<file path="config.mk">
export PLATFORM = sky130hd
export DESIGN_NAME = cluster_stats_shape_filter
export DESIGN_NICKNAME = d
export VERILOG_FILES = /design/src/rtl/csf_pkg.sv /design/src/rtl/csf_ctrl.sv /design/src/rtl/csf_datapath.sv /design/src/rtl/cluster_stats_shape_filter.sv
export SDC_FILE = /design/constraint.sdc
export NUM_CORES = 2
export LEC_CHECK = 0
export BUFFER_PORTS_ARGS = -buffer_cell sky130_fd_sc_hd__buf_2
export CAP_MARGIN = 0
export CORE_AREA = 2 2 444 556
export CTS_CLUSTER_DIAMETER = 60
export DETAILED_ROUTE_END_ITERATION = 8
export DIE_AREA = 0 0 446 558
export SYNTH_ARGS = -nofsm -noshare
export SYNTH_HDL_FRONTEND = slang
export SYNTH_SLANG_ARGS = --single-unit
</file>
<file path="constraint.sdc">
create_clock -name i_clk -period 13 [get_ports i_clk]
set_clock_uncertainty 0.1 [all_clocks]
set_input_delay 2.6 -clock i_clk [delete_from_list [all_inputs] [get_ports i_clk]]
set_output_delay 2.6 -clock i_clk [all_outputs]
set_load 0.02 [all_outputs]
</file>
<file path="src/rtl/csf_pkg.sv">
package csf_pkg;

    localparam int COORD_BITS = 20;
    localparam int MAX_POINTS = 32768;
    localparam int CNT_BITS   = 16;
    localparam int SUM_BITS   = COORD_BITS + CNT_BITS;
    localparam int EXT_BITS   = COORD_BITS + 1;
    localparam int SQ_BITS    = 2 * EXT_BITS + 1;
    localparam int DIV_STEPS  = SUM_BITS;
    localparam int STEP_BITS  = $clog2(DIV_STEPS + 1);

    localparam logic [2:0] CFG_MAX_ALTITUDE = 3'd0;
    localparam logic [2:0] CFG_MIN_HEIGHT   = 3'd1;
    localparam logic [2:0] CFG_MAX_HEIGHT   = 3'd2;
    localparam logic [2:0] CFG_MAX_WIDTH    = 3'd3;
    localparam logic [2:0] CFG_MIN_POINTS   = 3'd4;
    localparam logic [2:0] CFG_MAX_POINTS   = 3'd5;

    localparam logic [3:0] RING_FIRST = 4'd0;
    localparam logic [3:0] RING_LAST  = 4'd15;

    typedef struct packed {
        logic signed [COORD_BITS-1:0] point_x;
        logic signed [COORD_BITS-1:0] point_y;
        logic signed [COORD_BITS-1:0] point_z;
        logic [3:0]                   ring;
        logic                         near_track;
        logic                         last_point;
    } t_in_word;

    typedef struct packed {
        logic                         accepted;
        logic                         class_a;
        logic signed [COORD_BITS-1:0] centroid_x;
        logic signed [COORD_BITS-1:0] centroid_y;
        logic signed [COORD_BITS-1:0] centroid_z;
        logic [COORD_BITS-1:0]        extent_x;
        logic [COORD_BITS-1:0]        extent_y;
        logic [COORD_BITS-1:0]        extent_z;
        logic [CNT_BITS-1:0]          point_count;
    } t_out_word;

    typedef struct packed {
        logic signed [19:0] max_altitude;
        logic [19:0]        min_height;
        logic [19:0]        max_height;
        logic [19:0]        max_width;
        logic [15:0]        min_points;
        logic [15:0]        max_points;
    } t_cfg;

    typedef enum logic [2:0] {
        ST_ACCUM,
        ST_DIV_START,
        ST_DIVIDE,
        ST_SQUARE,
        ST_DECIDE,
        ST_OUTPUT
    } t_state;

    typedef struct packed {
        logic accum;
        logic div_start;
        logic div_step;
        logic square;
        logic decide;
        logic clear;
    } t_cmd;

    typedef struct packed {
        logic div_done;
    } t_status;

endpackage

</file>
<file path="src/rtl/csf_ctrl.sv">
module csf_ctrl (
    input  logic           i_clk,
    input  logic           i_rst_n,
    input  logic           i_in_valid,
    input  logic           i_in_last,
    input  logic           i_out_stall,
    input  csf_pkg::t_status i_status,
    output logic           o_in_stall,
    output logic           o_out_valid,
    output csf_pkg::t_cmd  o_cmd
);
    import csf_pkg::*;

    t_state r_state, n_state;

    always_ff @(posedge i_clk) begin
        if (!i_rst_n) begin
            r_state <= ST_ACCUM;
        end else begin
            r_state <= n_state;
        end
    end

    always_comb begin
        n_state     = r_state;
        o_cmd       = '0;
        o_in_stall  = 1'b1;
        o_out_valid = 1'b0;
        unique case (r_state)
            ST_ACCUM: begin
                o_in_stall = 1'b0;
                if (i_in_valid) begin
                    o_cmd.accum = 1'b1;
                    if (i_in_last) n_state = ST_DIV_START;
                end
            end
            ST_DIV_START: begin
                o_cmd.div_start = 1'b1;
                n_state = ST_DIVIDE;
            end
            ST_DIVIDE: begin
                o_cmd.div_step = 1'b1;
                if (i_status.div_done) n_state = ST_SQUARE;
            end
            ST_SQUARE: begin
                o_cmd.square = 1'b1;
                n_state = ST_DECIDE;
            end
            ST_DECIDE: begin
                o_cmd.decide = 1'b1;
                n_state = ST_OUTPUT;
            end
            ST_OUTPUT: begin
                o_out_valid = 1'b1;
                if (!i_out_stall) begin
                    o_cmd.clear = 1'b1;
                    n_state = ST_ACCUM;
                end
            end
            default: n_state = ST_ACCUM;
        endcase
    end

endmodule

</file>
<file path="src/rtl/csf_datapath.sv">
module csf_datapath (
    input  logic              i_clk,
    input  logic              i_rst_n,
    input  csf_pkg::t_in_word i_in,
    input  csf_pkg::t_cfg     i_cfg,
    input  csf_pkg::t_cmd     i_cmd,
    output csf_pkg::t_status  o_status,
    output csf_pkg::t_out_word o_out
);
    import csf_pkg::*;

    localparam logic signed [COORD_BITS-1:0] COORD_MAX = {1'b0, {(COORD_BITS-1){1'b1}}};
    localparam logic signed [COORD_BITS-1:0] COORD_MIN = {1'b1, {(COORD_BITS-1){1'b0}}};
    localparam logic [CNT_BITS:0] CNT_SAT = (CNT_BITS+1)'(MAX_POINTS);

    logic signed [SUM_BITS-1:0]   r_sum [3];
    logic signed [COORD_BITS-1:0] r_min [3];
    logic signed [COORD_BITS-1:0] r_max [3];
    logic [CNT_BITS:0]            r_count;
    logic                         r_edge;
    logic                         r_near;

    // divider: restoring, one quotient bit per cycle, all three axes in parallel
    logic [SUM_BITS-1:0]  r_quo [3];
    logic [CNT_BITS:0]    r_rem [3];
    logic                 r_neg [3];
    logic [STEP_BITS-1:0] r_step;

    logic [SQ_BITS-1:0] r_wsq, r_w2;
    logic [SQ_BITS-1:0] r_exsq, r_eysq;
    logic               r_accepted, r_class_a;

    logic signed [COORD_BITS-1:0] w_p [3];
    logic [EXT_BITS-1:0]          w_ext [3];

    assign w_p[0] = i_in.point_x;
    assign w_p[1] = i_in.point_y;
    assign w_p[2] = i_in.point_z;

    always_comb begin
        for (int a = 0; a < 3; a++) begin
            w_ext[a] = EXT_BITS'($signed({r_max[a][COORD_BITS-1], r_max[a]})
                     - $signed({r_min[a][COORD_BITS-1], r_min[a]}));
        end
    end

    // squared horizontal diagonal and limits
    logic [SQ_BITS:0]   w_dsq;
    logic               w_fail, w_loose, w_cnt_ok;
    logic [CNT_BITS:0]  w_min_pts, w_max_pts;
    logic [EXT_BITS-1:0] w_ez;

    always_comb begin
        w_dsq     = {1'b0, r_exsq} + {1'b0, r_eysq};
        w_ez      = w_ext[2];
        w_fail    = (r_min[2] > i_cfg.max_altitude)
                 || (w_ez < {1'b0, i_cfg.min_height} && !r_edge)
                 || (w_ez > {1'b0, i_cfg.max_height})
                 || (w_dsq > {1'b0, r_wsq});
        w_loose   = (w_dsq < {1'b0, r_w2}) || (w_ez < {1'b0, i_cfg.max_height});
        w_min_pts = {1'b0, i_cfg.min_points};
        w_max_pts = {1'b0, i_cfg.max_points};
        w_cnt_ok  = !(r_count < w_min_pts) && !(r_count > w_max_pts);
    end

    always_ff @(posedge i_clk) begin
        if (!i_rst_n || i_cmd.clear) begin
            for (int a = 0; a < 3; a++) begin
                r_sum[a] <= '0;
                r_min[a] <= COORD_MAX;
                r_max[a] <= COORD_MIN;
            end
            r_count <= '0;
            r_edge  <= 1'b0;
        end else if (i_cmd.accum) begin
            for (int a = 0; a < 3; a++) begin
                if (w_p[a] < r_min[a]) r_min[a] <= w_p[a];
                if (w_p[a] > r_max[a]) r_max[a] <= w_p[a];
                if (r_count < CNT_SAT)
                    r_sum[a] <= r_sum[a] + SUM_BITS'(w_p[a]);
            end
            if (r_count < CNT_SAT) r_count <= r_count + 1'b1;
            if (i_in.ring == RING_FIRST || i_in.ring == RING_LAST) r_edge <= 1'b1;
            r_near <= i_in.near_track;
        end
    end

    always_ff @(posedge i_clk) begin
        if (!i_rst_n) begin
            r_step <= '0;
        end else if (i_cmd.div_start) begin
            r_step <= STEP_BITS'(DIV_STEPS);
        end else if (i_cmd.div_step && r_step != '0) begin
            r_step <= r_step - 1'b1;
        end
    end

    always_ff @(posedge i_clk) begin
        logic [CNT_BITS+1:0] trial;
        if (i_cmd.div_start) begin
            for (int a = 0; a < 3; a++) begin
                r_neg[a] <= r_sum[a][SUM_BITS-1];
                r_quo[a] <= r_sum[a][SUM_BITS-1] ? SUM_BITS'(-r_sum[a])
                                                 : SUM_BITS'(r_sum[a]);
                r_rem[a] <= '0;
            end
        end else if (i_cmd.div_step && r_step != '0) begin
            for (int a = 0; a < 3; a++) begin
                trial = {r_rem[a], r_quo[a][SUM_BITS-1]} - {1'b0, r_count};
                if (!trial[CNT_BITS+1]) begin
                    r_rem[a] <= trial[CNT_BITS:0];
                    r_quo[a] <= {r_quo[a][SUM_BITS-2:0], 1'b1};
                end else begin
                    r_rem[a] <= {r_rem[a][CNT_BITS-1:0], r_quo[a][SUM_BITS-1]};
                    r_quo[a] <= {r_quo[a][SUM_BITS-2:0], 1'b0};
                end
            end
        end
    end

    // widen the operands first so the products keep every bit
    always_ff @(posedge i_clk) begin
        if (i_cmd.div_start) begin
            r_wsq <= SQ_BITS'({20'd0, i_cfg.max_width} * {20'd0, i_cfg.max_width});
        end
        if (i_cmd.square) begin
            r_exsq <= SQ_BITS'({{EXT_BITS{1'b0}}, w_ext[0]} * {{EXT_BITS{1'b0}}, w_ext[0]});
            r_eysq <= SQ_BITS'({{EXT_BITS{1'b0}}, w_ext[1]} * {{EXT_BITS{1'b0}}, w_ext[1]});
            r_w2   <= {r_wsq[SQ_BITS-3:0], 2'b00};
        end
        if (i_cmd.decide) begin
            r_accepted <= (!w_fail || (r_near && w_loose)) && w_cnt_ok;
            r_class_a  <= !w_fail && w_cnt_ok;
        end
    end

    assign o_status.div_done  = (r_step == STEP_BITS'(1));

    always_comb begin
        logic [SUM_BITS-1:0] q [3];
        for (int a = 0; a < 3; a++) q[a] = r_neg[a] ? -r_quo[a] : r_quo[a];
        o_out.accepted    = r_accepted;
        o_out.class_a     = r_class_a;
        o_out.centroid_x  = q[0][COORD_BITS-1:0];
        o_out.centroid_y  = q[1][COORD_BITS-1:0];
        o_out.centroid_z  = q[2][COORD_BITS-1:0];
        o_out.extent_x    = w_ext[0][COORD_BITS-1:0];
        o_out.extent_y    = w_ext[1][COORD_BITS-1:0];
        o_out.extent_z    = w_ext[2][COORD_BITS-1:0];
        o_out.point_count = r_count[CNT_BITS] ? {CNT_BITS{1'b1}} : r_count[CNT_BITS-1:0];
    end

endmodule

</file>
<file path="src/rtl/cluster_stats_shape_filter.sv">
// Cluster statistics and shape filter.
// Input channel: one word per point (x, y, z, ring, near_track, last_point),
// taken when i_in_valid is high and o_in_stall low. Points of a cluster are
// taken one per cycle; near_track is read with the last point.
// Output channel: one word per cluster (accept, class A, centroid, extents,
// count), delivered when o_out_valid is high and i_out_stall low.
// After the edge that takes the last point, the block loads the divider,
// runs 36 restoring steps forming the centroid one quotient bit a cycle,
// squares the extents and evaluates the rules; then o_out_valid rises.
// One point per cycle while accumulating; the input is stalled from the
// last point until the result word is taken, so no point of the next
// cluster enters before the result has left.
// A stalled result holds its word; the cluster state clears when it leaves.
// Configuration: write port i_cfg_valid/o_cfg_ready with index and data,
// always ready; write only while idle. Reset (synchronous, active low)
// restores the register defaults and clears the cluster state.
module cluster_stats_shape_filter (
    input  logic               i_clk,
    input  logic               i_rst_n,
    input  logic               i_in_valid,
    output logic               o_in_stall,
    input  csf_pkg::t_in_word  i_in_data,
    output logic               o_out_valid,
    input  logic               i_out_stall,
    output csf_pkg::t_out_word o_out_data,
    input  logic               i_cfg_valid,
    output logic               o_cfg_ready,
    input  logic [2:0]         i_cfg_index,
    input  logic [19:0]        i_cfg_data
);
    import csf_pkg::*;

    t_cfg    r_cfg;
    t_cmd    w_cmd;
    t_status w_status;

    assign o_cfg_ready = 1'b1;

    // register file: ignore indexes beyond the list
    always_ff @(posedge i_clk) begin
        if (!i_rst_n) begin
            r_cfg.max_altitude <= 20'sd2000;
            r_cfg.min_height   <= 20'd500;
            r_cfg.max_height   <= 20'd1800;
            r_cfg.max_width    <= 20'd2000;
            r_cfg.min_points   <= 16'd4;
            r_cfg.max_points   <= 16'd25000;
        end else if (i_cfg_valid) begin
            unique case (i_cfg_index)
                CFG_MAX_ALTITUDE: r_cfg.max_altitude <= i_cfg_data;
                CFG_MIN_HEIGHT:   r_cfg.min_height   <= i_cfg_data;
                CFG_MAX_HEIGHT:   r_cfg.max_height   <= i_cfg_data;
                CFG_MAX_WIDTH:    r_cfg.max_width    <= i_cfg_data;
                CFG_MIN_POINTS:   r_cfg.min_points   <= i_cfg_data[15:0];
                CFG_MAX_POINTS:   r_cfg.max_points   <= i_cfg_data[15:0];
                default: ;
            endcase
        end
    end

    csf_ctrl u_ctrl (
        .i_clk       (i_clk),
        .i_rst_n     (i_rst_n),
        .i_in_valid  (i_in_valid),
        .i_in_last   (i_in_data.last_point),
        .i_out_stall (i_out_stall),
        .i_status    (w_status),
        .o_in_stall  (o_in_stall),
        .o_out_valid (o_out_valid),
        .o_cmd       (w_cmd)
    );

    csf_datapath u_datapath (
        .i_clk    (i_clk),
        .i_rst_n  (i_rst_n),
        .i_in     (i_in_data),
        .i_cfg    (r_cfg),
        .i_cmd    (w_cmd),
        .o_status (w_status),
        .o_out    (o_out_data)
    );

endmodule

</file>
Yosys cells after proc, flatten, opt, wreduce, memory -nomap -nowiden
Memory sizes are Yosys's and may differ from the RTL's.
Cells that the tools add are included.
Widths: inputs -> output; s select.
- multipliers: 3
- reductions and logical operators: 34
- magnitude comparators: 15
- add/subtract/negate cells: 18
- bitwise gates (word level): 23
- muxes and demuxes: 101
- eq/ne operators: 16
- operators with widths (cell ; number):
    $mux 36 ; 12
    $mux 20 ; 9
    $add 36x20->36 ; 3
    $neg 36->36 ; 3
    $mux 17 ; 6
    $mul 21x21->42 ; 2
    $gt 20x20->1 ; 4
    $mux 1 ; 66
    $sub 20x20->21 ; 3
    $lt 20x20->1 ; 3
    $neg 20->20 ; 3
    $sub 18x17->18 ; 3
    $gt 44x40->1 ; 1
    $lt 44x42->1 ; 1
    $add 42x42->43 ; 1
    $lt 21x20->1 ; 2
    $mul 20x20->40 ; 1
    $gt 21x20->1 ; 1
    $or 1x1->1 ; 21
    $pmux 3 s6 ; 1
    $reduce_and 2->1 ; 9
    $add 17x1->17 const B ; 1
    $gt 17x16->1 ; 1
    $lt 17x16->1 ; 1
    22 further kinds ; 52
- memories: 6
- flip-flop bits (word level): 306
- bits in writable memories: 390
- memories (memory ; words ; bits a word ; read ports ; clocked after memory_dff ; write ports ; RTL line ; RTL):
    u_datapath.r_quo ; 3 ; 36 ; 3 ; 0 ; 3 ; csf_datapath.sv:24 ; logic [SUM_BITS-1:0] r_quo [3];
    u_datapath.r_sum ; 3 ; 36 ; 3 ; 0 ; 3 ; csf_datapath.sv:16 ; logic signed [SUM_BITS-1:0] r_sum [3];
    u_datapath.r_max ; 3 ; 20 ; 3 ; 0 ; 3 ; csf_datapath.sv:18 ; logic signed [COORD_BITS-1:0] r_max [3];
    u_datapath.r_min ; 3 ; 20 ; 3 ; 0 ; 3 ; csf_datapath.sv:17 ; logic signed [COORD_BITS-1:0] r_min [3];
    u_datapath.r_rem ; 3 ; 17 ; 3 ; 0 ; 3 ; csf_datapath.sv:25 ; logic [CNT_BITS:0] r_rem [3];
    u_datapath.r_neg ; 3 ; 1 ; 3 ; 0 ; 3 ; csf_datapath.sv:26 ; logic r_neg [3];

Depth between registers and ports, before layout
An unclocked memory read counts as a cell.
- depth after elaboration: 10
- mapped depth: 38
- gate-level depth less buffers: 37

Hierarchy
From an unflattened synthesis, not the netlist that was laid out.
- cells, all modules: 8764
- area, all modules: 82620.5 um^2
- by module, submodules not included (module ; area each (um^2) ; seq. area each (um^2) ; times used ; cells each):
    csf_datapath ; 78117.4 ; 17076.4 ; 1 ; 8327
    cluster_stats_shape_filter ; 4290.4 ; 2242.2 ; 1 ; 412
    csf_ctrl ; 212.7 ; 60.1 ; 1 ; 25

Worst setup path before layout
OpenSTA, ideal clock, no wires.
- path kind: reg2reg
- start: memory u_datapath.r_max[1][0], in the netlist u_datapath.r_max[0][20]
- end: register u_datapath.r_eysq[38] (data pin)
- slack: 3544 ps
- clock period less this slack: 9456 ps
- data arrival time: 9097 ps
- data required time: 12642 ps
- library setup time: 258 ps
- cell stages (with the launch flop): 33
- path through: edfxtp_1 > inv_1 > ha_1 > inv_1 > fa_1 > a21o_1 > a21oi_1 > o21ai_0 > a211oi_1 > nor2_1 > xnor2_1 > inv_1 > buf_1 > nand2_1 > inv_1 > fa_1 > fa_1 > fa_1 > fa_1 > fa_1 > fa_1 > fa_1 > ha_1 > a21o_1 > a31o_2 > a21oi_1 > a31oi_1 > o32a_1 > a221o_1 > a2111oi_0 > o31ai_1 > a21oi_1 > xnor2_1
- RTL lines (what ; RTL line ; RTL):
    start, declared ; csf_datapath.sv:18 ;
    end signal, assigned ; csf_datapath.sv:128 ; r_eysq <= SQ_BITS'({{EXT_BITS{1'b0}}, w_ext[1]} * {{EXT_BITS{1'b0}}, w_ext[1]});
    end, declared ; csf_datapath.sv:30 ; logic [SQ_BITS-1:0] r_exsq, r_eysq;

==> summary.md <==
| Metric | Value |
|---|---|
| Setup repair after global routing missed its margin | no |
| Cells after Synth | 8,841 |
| Post-synth EDFFs | 552 |
| Critical path data arrival time | 11.45 ns |
| Setup-failing EPs final | 0 |
| Die width | 446 um |
| Main synth FF type | edfxtp_1 |
| Max Used Layer | met5 |
| Yosys warnings | 0 |
| Port bufs | 233 |
| Total global routing track utilization | 19.0% |
| Syn avg cell area | 9.32 um2 |
| Met3 WL | 10,600 um |
| Number of buffers inserted by hold repair at cts | 0 |
| M1 WL | 95,100 um |
| Core Region | 0.244 mm2 |
| Initial core utilization | 33.8% |
| Placed Cells | 12,100 |
| FFs w/ async S/R, synth | 0% |
| Ports | 235 |
| Clock Latency Late Sink | 0.74 ns |
| Drt wl/cell | 19.4 um |
| Pin count of the biggest net entering global routing | 100 |
| CP max FO | 15 |
| Clk slew on worst S/H paths | 0.06 ns |
| CTS tree | yes |
| Residual DRC count | 0 |
| Net Count, Synth | 10,800 |
| Final hold violations | 0 |
| Via density | 5.11 |
| H-tree levels | 3 |
| Post-layout minimum cycle time | 11.09 ns |
| Fmax | 90.2 MHz |
| Die Y | 558 um |
| Met2 wire length | 118,000 um |
| Register area share after synthesis | 23.5% |
| Clock sink count | 692 |
| DR vias | 62,800 |
| Post-DP HPWL | 189,000 um |
| Post-synth cell types | 85 |
| Rows | 203 |
| Setup Buffers After CTS | 0 |
| Slowest cell on crit path | a2111oi_0 |
| Hold Crit Class | register to register |
| Crit-path max cell delay | 0.82 ns |
| Total wire length | 238,000 um |
| Fin nets | 11,000 |
| DIE AREA | 0.249 mm2 |
| Period utilization | 85.3% |
| Slew HR | 16.6% |
| Congestion Overflow GR | 0 |
| Gpl congestion | 0.922 |
| Global-route wire length before repair | 370,000 um |
| Setup TNS | 0 ns |
| Post-Layout Cell Count | 12,300 |
| Register bit total from synthesis | 692 |
| Initial antenna violation count | 39 |
| PostCTS Resize Cnt | 0 |
| DRT antenna net count | 0 |
| Most used cell, CP | fa_1 |
| Status | completed |
| CP required | 13.36 ns |
| Cts bufs inserted | 88 |
| DRT iter0 DRCs | 3,808 |
| Vias in the first global route | 65,500 |
| First-pass iteration count of the detailed router | 5 |
| Crit Path Class | register to register |
| Maximum root-to-sink buffer count | 3 |
| Pins Over Slew Limit | 0 |
| Root Driver | clkbuf_16 |
| Max cap viols | 0 |
| Post-synth design cell area | 0.0824 mm2 |
| Worst-Margin Slew | 1.25 ns |
| Crit path capture type | register |
| Startpoint types | register |
| Area Overhead vs Synth | 10.1% |
| Share of layout cells above drive strength 1 | 5.93% |
-- metal layers --
metal	track usage, %	vias up
met5	0	-
met4	10.1	18
met3	2.01	485
met2	33.8	1596
met1	22.5	31200
li1	-	29500
-- synth_stat cells, types with 15 or more instances --
cell | number | area, um2
o21bai_1 | 32 | 240
nor4_1 | 25 | 156
inv_1 | 1609 | 6040
nand3_1 | 102 | 510
and2_1 | 126 | 788
nand4_1 | 70 | 438
dfxtp_1 | 140 | 2800
a211o_1 | 18 | 158
mux2i_1 | 32 | 320
or3_1 | 36 | 225
nor2_1 | 614 | 2300
and3_1 | 43 | 269
xnor2_1 | 292 | 2560
o211ai_1 | 54 | 405
o21ai_0 | 412 | 2060
o21a_1 | 68 | 510
a211oi_1 | 51 | 383
a21oi_1 | 335 | 1680
a21boi_0 | 103 | 773
a2111oi_0 | 15 | 131
clkbuf_1 | 219 | 822
a31oi_1 | 39 | 244
o41ai_1 | 26 | 228
o31ai_1 | 65 | 488
a21o_1 | 244 | 1830
nand2b_1 | 65 | 407
ha_1 | 986 | 12300
or4_1 | 24 | 180
fa_1 | 915 | 18300
or2_2 | 23 | 144
nor3_1 | 87 | 435
nand2_1 | 872 | 3270
nor2b_1 | 131 | 820
xor2_1 | 219 | 1920
edfxtp_1 | 552 | 16600
-- final timing paths --
check | from | end | slack (ns) | cells past startpoint
setup / recovery | u_datapath.r_max[0][20] | u_datapath.r_eysq[40] | 1.91 | 31
hold / removal | u_datapath.r_wsq[38] | u_datapath.r_w2[40] | 0.35 | 0
setup reg to reg | u_datapath.r_max[0][20] | u_datapath.r_eysq[40] | 1.91 | 31
hold reg to reg | u_datapath.r_wsq[38] | u_datapath.r_w2[40] | 0.35 | 0
-- worst max-delay path: cells and delay by family, from the launching register on --
| kind | cells | cell delay (ns) |
|---|---|---|
| DFF | 1 | 0.42 |
| xor gates and xnor gates | 2 | 0.73 |
| AOI/OAI and AO/OA | 13 | 3.96 |
| adders and majority gates | 10 | 4.34 |
| buffers and inverters | 4 | 0.90 |
| and+or+nand+nor | 2 | 0.39 |
-- state kept, by name (all words and copies together), names as in the netlist --
| register | flops |
|---|---|
| u_datapath.r_sum | 108 |
| u_datapath.r_class_a | 1 |
| u_datapath.r_w2 | 39 |
| u_datapath.r_rem | 51 |
| u_datapath.r_step | 6 |
| u_datapath.r_near | 1 |
| u_ctrl.r_state | 3 |
| u_datapath.r_wsq | 39 |
| r_cfg | 112 |
| u_datapath.r_eysq | 41 |
| u_datapath.r_exsq | 41 |
| u_datapath.r_count | 17 |
| u_datapath.r_max | 60 |
| u_datapath.r_edge | 1 |
| u_datapath.r_neg | 3 |
| u_datapath.r_quo | 108 |
| u_datapath.r_min | 60 |
| u_datapath.r_accepted | 1 |
-- cells in the final DEF, fill, tap and decap left out, drive strengths merged, types with 54 or more instances in the layout --
cell	n
nand2	872
nor2	614
dfxtp	140
a21boi	103
o211ai	54
nand2b	65
a21oi	335
and2	126
fa	915
inv	1624
o21a	68
xor2	219
a21o	244
nor3	87
buf	312
xnor2	292
nand3	102
o21ai	421
ha	986
nor2b	131
nand4	70
clkbuf	102
o31ai	65
edfxtp	552
-- cells by family (layout without fill, tap and decap cells) --
logic type	count (synthesis)	after routing	synth area share [%]
multiplexers	34	34	0.416
other	1	32	0.00455
XOR/XNOR	511	511	5.43
AND/OR/NAND/NOR	2269	2269	12.6
AO/OA/AOI/OAI	1574	1574	12.3
flip-flops	692	692	23.5
adder cells (fa/ha/maj)	1901	1901	37.2
buffers and inverters	1859	2096	8.54
-- layout make-up --
| type | instances | area [um2] |
|---|---|---|
| diodes | 31 | 77.6 |
| clock buffers | 102 | 2360 |
| clock inverters | 62 | 943 |
| fillers | 24500 | 153000 |
| inverters | 1620 | 6080 |
| multi-input cells | 6290 | 56100 |
| flip-flops and latches | 692 | 19400 |
| well taps | 3177 | 3980 |
| repair buffers | 312 | 1760 |
-- metrics by stage --
stage | area (um2) | hold slack, ns | setup WS (ns) | util (%)
floorplan | 82400 | 0.324 | 3.54 | -
global placement | 87300 | 0.335 | 2.06 | 35.8
detailed placement | 87300 | 0.339 | 1.90 | 35.8
CTS | 90600 | 0.353 | 1.89 | 37.2
global route | 90700 | 0.364 | 1.23 | 37.2
finish | 90700 | 0.352 | 1.91 | 37.2
Power is not shown: default switching activity piles up to over one toggle a cycle in this logic, so the estimate is an artifact.
